$ cat config.mk
export PLATFORM = sky130hd
export DESIGN_NAME = pms_track
export DESIGN_NICKNAME = d
export VERILOG_FILES = /design/src/design/pms_pkg.sv /design/src/design/pms_track.sv
export SDC_FILE = /design/constraint.sdc
export NUM_CORES = 1
export LEC_CHECK = 0
export BUFFER_PORTS_ARGS = -buffer_cell sky130_fd_sc_hd__buf_2
export CELL_PAD_IN_SITES_DETAIL_PLACEMENT = 1
export CELL_PAD_IN_SITES_GLOBAL_PLACEMENT = 1
export CORE_UTILIZATION = 30
export CTS_CLUSTER_SIZE = 24
export DETAILED_ROUTE_END_ITERATION = 8
export PLACE_DENSITY = 0.65
export SYNTH_ARGS = -nofsm -noshare
export SYNTH_HDL_FRONTEND = slang
export SYNTH_SLANG_ARGS = --single-unit
$ cat constraint.sdc
create_clock -name clk -period 12.28 [get_ports clk]
set_clock_uncertainty 0.1 [all_clocks]
set_input_delay 2.456 -clock clk [delete_from_list [all_inputs] [get_ports clk]]
set_output_delay 2.456 -clock clk [all_outputs]
set_load 0.03 [all_outputs]
$ cat src/design/pms_pkg.sv
// Shared types and codes for the predecessor-or-maximum search block.
`default_nettype none

package pms_pkg;

	// Request kinds carried on the kind port.
	typedef enum logic [1:0] {
		KIND_CLEAR  = 2'd0,
		KIND_APPEND = 2'd1,
		KIND_QUERY  = 2'd2
	} kind_t;

	// Sequencer states.
	typedef enum logic [1:0] {
		ST_IDLE,
		ST_SCAN,
		ST_TAIL,
		ST_RESULT
	} state_t;

	// Controls from the sequencer to the compare unit.
	typedef struct packed {
		logic init;  // forget earlier candidates at query start
		logic en;    // one entry is on the compare inputs
	} pms_ctl_t;

	localparam int unsigned VAL_W = 32;
	localparam int unsigned IDX_W = 9;

endpackage

`default_nettype wire

$ cat src/design/pms_track.sv
// Shared compare unit: tracks the running maximum and the best predecessor.
`default_nettype none

module pms_track #(
	parameter int unsigned AW = 9
) (
	input  wire logic                             clk,
	input  wire logic                             arst_n,
	input  wire pms_pkg::pms_ctl_t                ctl,
	input  wire logic signed [pms_pkg::VAL_W-1:0] entry,
	input  wire logic        [AW-1:0]             idx,
	input  wire logic signed [pms_pkg::VAL_W-1:0] query,
	output logic             [AW-1:0]             sel_pos,
	output logic signed      [pms_pkg::VAL_W-1:0] sel_val
);
	import pms_pkg::*;

	logic                    have_max_q;
	logic                    pred_ok_q;
	logic signed [VAL_W-1:0] max_val_q;
	logic signed [VAL_W-1:0] pred_val_q;
	logic        [AW-1:0]    max_pos_q;
	logic        [AW-1:0]    pred_pos_q;
	logic                    take_max;
	logic                    take_pred;

	// Strict compares keep the earliest position on ties.
	assign take_max  = ctl.en && (!have_max_q || (entry > max_val_q));
	assign take_pred = ctl.en && (entry < query) && (!pred_ok_q || (entry > pred_val_q));

	always_ff @(posedge clk or negedge arst_n) begin
		if (!arst_n) begin
			have_max_q <= 1'b0;
			pred_ok_q  <= 1'b0;
		end else if (ctl.init) begin
			have_max_q <= 1'b0;
			pred_ok_q  <= 1'b0;
		end else begin
			if (take_max) begin
				have_max_q <= 1'b1;
			end
			if (take_pred) begin
				pred_ok_q <= 1'b1;
			end
		end
	end

	always_ff @(posedge clk) begin
		if (take_max) begin
			max_val_q <= entry;
			max_pos_q <= idx;
		end
		if (take_pred) begin
			pred_val_q <= entry;
			pred_pos_q <= idx;
		end
	end

	// Fall back to the maximum when nothing lies below the query.
	assign sel_pos = pred_ok_q ? pred_pos_q : max_pos_q;
	assign sel_val = pred_ok_q ? pred_val_q : max_val_q;

endmodule

`default_nettype wire

==> metrics.txt, run 1 <==
status finished, final reports clean; Syn Std Cell Area 0.00540 mm²; CTS Sinks 84; Worst slew margin 0.484; FILL cells 2035; DR WL/cell about 16 µm; drt pass-1 iters 4; register area share after synthesis 0.466; Worst setup SP type input pin; Syn Area/Cell 10.4 µm²; post-DR vias/cell 4.78; via count 4186; first-pass GRT wire length 23400 µm; clk_lat worst skew between 0.3 and 0.4 ns; final setup fails 0; static leakage 3.09 nW; CTS Buf Count 9; residual DRC count 0; yosys warns 0; Max-Cap Viols 0; Hold Path Class flip-flop to flip-flop; clk buf depth 2; commonest non-fill, non-tap cells in the layout buf_2, inv_1, ha_1; initial DRC count 172; total gr overflow 0; post-route clock period utilization 0.468; Power Total between 0.8 and 0.9 mW; critical path type input pin to flip-flop; Max FO, Critical Path 21; #FFs+latches synth 84; hold_buf cts 0; Post-DRT Antenna Nets 0; clock period minus worst slack approximately 5.8 ns; H-tree levels 3; synthesized instance count 520; total die area about 0.019 mm²; post-CTS resize count 0; port bufs roughly 120; layout cells sized above 1 0.238; row count between 40 and 50; Layout Nets 815; DP Wirelength 11500 µm; Worst Setup End Kind flip-flop; most common cell after layout, fill and taps aside buf_2; FMAX 174 MHz; GPL Wtd Cong ~0.76; unrepaired setup endpoints after global routing no; vias in the first global route 4681; Post-CTS Setup Inserts 0; largest net degree at the start of global routing between 50 and 60; Slew Limit Fails 0; pre-CTS WS 6.14 ns; Syn-to-layout area delta 21.8%; final setup TNS 0 ns; clock-pin transition on the worst setup and hold timing paths approximately 0.060 ns; routed wire length about 14000 µm; Least-Margin Pin Slew 0.772 ns; post-synth cell types 39; Ports 118; PnR worst setup slack 6.53 ns; cell area power density 125 mW/mm²; maximum VDD drop 0.0667 mV; Final Hold Slack around 0.5 ns; Die X around 140 µm; total core area 0.0174 mm²; CTS Root Cell clkbuf_16; initial antenna violation count 2; critical path required time between 10 and 15 ns; Initial Util 0.310; Hold Fails Final Rpt 0; Die H between 100 and 150 µm; Total GRT Usage 0.167; WP data arrival 5.67 ns; CTS tree done; Synthesized Nets 692
report_power, final:
group / internal, mW / leakage [nW] / total [mW] / switching (mW)
clock network: 0.158 / 0.136 / 0.273 / 0.115
registers: 0.342 / 0.802 / 0.351 / 0.00905
logic: 0.0674 / 2.15 / 0.197 / 0.130
total: 0.568 / 3.09 / 0.821 / 0.253
cell usage after synthesis:
| cell type | instances | area share |
|---|---|---|
| inv_1 | 100 | 0.070 |
| ha_1 | 95 | 0.22 |
| edfxtp_1 | 82 | 0.46 |
| nand2_1 | 56 | 0.039 |
| o21ai_0 | 41 | 0.038 |
| a21oi_1 | 31 | 0.029 |
| nor2_1 | 16 | 0.011 |
| nand4_1 | 13 | 0.015 |
| mux2_2 | 11 | 0.023 |
| nand3_1 | 9 | 0.0083 |
| a211oi_1 | 6 | 0.0083 |
| clkbuf_1 | 6 | 0.0042 |
| nor2b_1 | 5 | 0.0058 |
| nor3_1 | 5 | 0.0046 |
| a21o_1 | 4 | 0.0056 |
| o21ai_1 | 4 | 0.0037 |
| a2111oi_0 | 3 | 0.0049 |
| a221oi_1 | 3 | 0.0049 |
| o211ai_1 | 3 | 0.0042 |
| a21oi_2 | 2 | 0.0032 |
| a31oi_1 | 2 | 0.0023 |
| buf_1 | 2 | 0.0014 |
| dfrtp_1 | 2 | 0.0093 |
| nor3b_1 | 2 | 0.0028 |
| nor4_1 | 2 | 0.0023 |
| o21a_1 | 2 | 0.0028 |
| a2111oi_2 | 1 | 0.0028 |
| a21boi_0 | 1 | 0.0014 |
| and4_1 | 1 | 0.0016 |
| inv_2 | 1 | 0.00069 |
| nand2b_1 | 1 | 0.0012 |
| o211a_1 | 1 | 0.0019 |
| o211a_2 | 1 | 0.0019 |
| o21a_2 | 1 | 0.0016 |
| o32ai_1 | 1 | 0.0016 |
| or2b_2 | 1 | 0.0016 |
| or3_1 | 1 | 0.0012 |
| or3b_1 | 1 | 0.0016 |
| or4_1 | 1 | 0.0014 |
final timing paths:
path,start,end,slack (ns),cells past startpoint
min reg2reg,have_max_q,have_max_q,0.49,2
max reg2reg,pred_val_q[27],pred_pos_q[7],8.51,10
min in group asynchronous,arst_n,pred_ok_q,1.79,1
max in group asynchronous,arst_n,pred_ok_q,10.19,1
max,entry[11],pred_pos_q[7],6.53,10
min,have_max_q,have_max_q,0.49,2
cell type report:
class                      count  area, µm²  share of cell area
clock inverter                 5       62.6             0.00952
multi-input combinational    327       2490               0.379
sequential                    84       2510               0.382
clock buffer                  11        233              0.0354
timing repair buffer         120        608              0.0925
inverter                     101        379              0.0577
tap                          225        282              0.0428
antenna                        2       5.00            0.000761
kinds of logic (layout without fill, tap and decap cells):
group,after synthesis,count (layout),synth area share
adders and majority gates,95,95,0.220
AOI/OAI and AO/OA,107,107,0.118
DFF,84,84,0.466
and+or+nand+nor,114,114,0.0976
muxes,11,11,0.0230
buffers and inverters,109,237,0.0758
other,0,2,0
worst max-delay path, stage by stage:
cell       delay [ns]
buf_2            0.13
ha_1             0.33
a21oi_1          0.17
o21ai_1          0.11
a2111oi_0        0.56
o32ai_1          0.17
a2111oi_0        0.45
o21ai_1          0.21
a21oi_4          0.64
buf_4            0.43
registers in the layout (all words and copies together) (netlist names):
name / cells
pred_pos_q: 9
pred_ok_q: 1
max_val_q: 32
pred_val_q: 32
have_max_q: 1
max_pos_q: 9
routing by layer:
layer / GRT usage / share of wire / vias up
li1: - / - / 2093
met1: 0.203 / 0.46 / 2005
met2: 0.290 / 0.49 / 74
met3: 0.0369 / 0.045 / 14
met4: 0.0519 / 0.010 / 0
met5: 0 / 0 / -
per-stage QoR:
stage,cell area [µm²],utilization,instances
floorplan,5400,-,520
global placement,6270,0.360,857
detailed placement,6270,0.360,857
CTS,6570,0.377,873
global route,6570,0.377,874
finish,6570,0.377,875
Power figures use the tool's default switching activity.
==> run 2: changes to the inputs <==
--- a/config.mk
+++ b/config.mk
@@ -5,13 +5,14 @@
 export SDC_FILE = /design/constraint.sdc
 export NUM_CORES = 1
 export LEC_CHECK = 0
+export ABC_AREA = 1
 export BUFFER_PORTS_ARGS = -buffer_cell sky130_fd_sc_hd__buf_2
 export CELL_PAD_IN_SITES_DETAIL_PLACEMENT = 1
 export CELL_PAD_IN_SITES_GLOBAL_PLACEMENT = 1
 export CORE_UTILIZATION = 30
 export CTS_CLUSTER_SIZE = 24
 export DETAILED_ROUTE_END_ITERATION = 8
-export PLACE_DENSITY = 0.65
+export PLACE_DENSITY = 0.66
 export SYNTH_ARGS = -nofsm -noshare
 export SYNTH_HDL_FRONTEND = slang
 export SYNTH_SLANG_ARGS = --single-unit
==> constraint.sdc (replaced) <==
create_clock -name clk -period 5.3 [get_ports clk]
set_clock_uncertainty 0.1 [all_clocks]
set_input_delay 1.06 -clock clk [delete_from_list [all_inputs] [get_ports clk]]
set_output_delay 1.06 -clock clk [all_outputs]
set_load 0.03 [all_outputs]
==> run 2 against run 1 <==
Die area up 1.9%. Core utilization down 0.49 points. Via count up 6.9%. Register-to-register slack worse by 6.0 ns. Design area up 1.8%. Clock power up 130%. Setup slack worse by 4.5 ns. Hold slack worse by 0.097 ns.
==> metrics.txt, run 2 <==
Post-CTS Setup Inserts 0 (unchanged); unrepaired setup endpoints after global routing no; Initial Util 0.306 (-0.00351); Syn Area/Cell 9.26 µm² (-11%); cell-internal power 1.28 mW (+130%); largest net degree at the start of global routing 44 (-21%); Die X 137 µm (+0.97%); most common cell in the netlist nand2_1; total core area 0.0180 mm² (+3.1%); synthesized instance count 594 (+14%); async set-reset flop share out of synthesis 0.0238 (unchanged); Worst slew margin 0.459 (-0.0259); first-pass GRT wire length 23100 µm (-1.4%); Synthesized Nets 766 (+11%); FMAX about 300 MHz; Synth area leaders edfxtp_1, ha_1, nand2_1, inv_1, a21oi_1; Worst Setup End Kind output pin; Total GRT Usage 0.162 (-0.00452); yosys warns 0 (unchanged); H-tree levels 3 (unchanged); residual DRC count 0 (unchanged); Max FO, Critical Path 43 (+100%); critical path required time 4.14 ns (-8.06 ns); highest-delay cell along the critical path dfrtp_2; hold_buf cts 0 (unchanged); drt pass-1 iters 4 (unchanged); register area share after synthesis 0.457 (-0.00900); status finished, final reports clean; cell area power density 288 mW/mm² (+130%); routed wire length 14500 µm (+0.94%); initial antenna violation count 0 (-2); pre-CTS WS 1.58 ns (-4.56 ns); post-route clock period utilization 0.624; most common cell after layout, fill and taps aside nand2_1; Max-Cap Viols 0 (unchanged); total die area 0.0189 mm² (+1.9%); Hold Path Class input pin to async pin; final setup fails 0 (unchanged); CTS tree done; clock share of power 0.322 (-0.011); NetSw 0.646 mW (+160%); Layout Nets 890 (+9.2%); clock period minus worst slack between 3 and 4 ns; static leakage 3.34 nW (+8.4%); Syn-to-layout area delta 21.6%; Least-Margin Pin Slew 0.812 ns (+0.0405 ns); placed inst area 0.00640 mm² (+2.1%); Net Sw Frac 0.335 (+0.0268); initial DRC count 116 (-33%); maximum VDD drop 0.163 mV (+140%); DP Wirelength 11600 µm (+0.46%); PnR worst setup slack 1.99 ns (-4.54 ns); via count 4473 (+6.9%); CTS Buf Count 9 (unchanged); Slew Limit Fails 0 (unchanged); Hold Fails Final Rpt 0 (unchanged); layout cells sized above 1 0.213 (-0.0247); CTS Root Cell clkbuf_16; synth cell count leaders nand2_1, inv_1, ha_1, edfxtp_1, a21oi_1; clk_lat worst skew 0.35 ns (about the same); worst path cell trace buf_4 > nand2_1 > o21ai_0 > buf_2; Largest stage delay, worst path 0.89 ns (+0.25 ns); row count 49 (+2.1%); Die H 137 µm (+0.97%); Syn Std Cell Area 0.00550 mm² (+2.0%); area leader, netlist edfxtp_1; Post-DRT Antenna Nets 0 (unchanged); vias in the first global route 4743 (+1.3%); GPL Wtd Cong 0.767 (+1.4%); Power Total 1.93 mW (+130%); top flop regs max_val_q: 32 flops, pred_val_q: 32 flops; commonest non-fill, non-tap cells in the layout nand2_1, buf_2, inv_1; DR WL/cell 15.2 µm (-7.2%); WP data arrival 2.15 ns (-3.52 ns); Ports 118 (unchanged); critical path type flip-flop to output pin; clock-pin transition on the worst setup and hold timing paths 0.07 ns (about the same); CTS Sinks 84 (unchanged); FILL cells 2133 (+4.8%); post-DR vias/cell 4.70 (-1.8%); final setup TNS 0 ns (unchanged); Comb pwr share 0.250 (+0.010); post-synth cell types 26 (-33%); EDFF count, synth 82 (unchanged); Worst setup SP type flip-flop; clk buf depth 2 (unchanged); Final Cell Area 0.00669 mm² (+1.8%); post-CTS resize count 0 (unchanged); ys flop type edfxtp_1; Reg power frac 0.427 (about the same); #FFs+latches synth 84 (unchanged); n_diodes 0 (-2); port bufs 117 (unchanged); total gr overflow 0 (unchanged); top cell type's share of synthesized area 0.447 (-0.00882)
## run 2: changes by cell type in the layout (fill, tap and decap cells not counted), sizes merged, moves of 11 or more
cell and change:
a21oi +15, inv +18, mux2 -11, nand2 +86, nor2 +11
## run 2: logic make-up after synthesis
group / share of synthesized area
fa+ha+maj: 0.216
flops: 0.457
compound gates: 0.0948
simple gates: 0.149
buf+inv: 0.0839
## run 2: critical path: cells and delay by family, from the launching register on
kind | cells | cell delay (ns)
AO/OA/AOI/OAI | 1 | 0.12
buffers and inverters | 2 | 0.69
flip-flops | 1 | 0.89
AND/OR/NAND/NOR | 1 | 0.10
## run 2: layout make-up
cell class	instances	area, µm²	share of cell area
repair buffers	122	623	0.0931
flip-flops and latches	84	2510	0.376
well taps	229	287	0.0428
clock inverters	7	62.6	0.00935
inverters	114	428	0.0640
multi-input cells	387	2550	0.381
clock buffers	9	225	0.0337
## run 2: stage by stage
step                      hold slack, ns   util  std cells
final                              0.394  0.372        952
after global routing               0.385  0.372        952
after CTS                          0.383  0.372        952
after detailed placement           0.518  0.356        936
after global placement             0.484  0.356        936
after floorplan                    0.364      -        594
## run 2: metal layers
metal  up-vias  share of wire  global-route usage
met2        79           0.50               0.290
met1      2144           0.44               0.194
li1       2232              -                   -
met3        18          0.037              0.0239
met4         0          0.020              0.0635
met5         -              0                   0
## run 2: final timing paths
kind	startpoint	to	slack (ns)	cells after the start
max	pred_ok_q	sel_val[11]	1.99	4
min	arst_n	pred_ok_q	0.39	1
max reg2reg	max_val_q[31]	max_val_q[6]	2.52	11
min reg2reg	have_max_q	have_max_q	0.53	2
max in group asynchronous	arst_n	pred_ok_q	4.59	1
min in group clk	have_max_q	have_max_q	0.53	2
## run 2: power groups by stage
| stage | combinational [mW] | clock [mW] | sequential (mW) |
|---|---|---|---|
| 6_report | 0.483 | 0.621 | 0.824 |
| 4_1_cts | 0.495 | 0.640 | 0.824 |
| 3_3_place_gp | 0.473 | 0 | 0.835 |
| 5_1_grt | 0.546 | 0.659 | 0.831 |
| 3_5_place_dp | 0.491 | 0 | 0.839 |
| 2_1_floorplan | 0.318 | 0 | 0.825 |
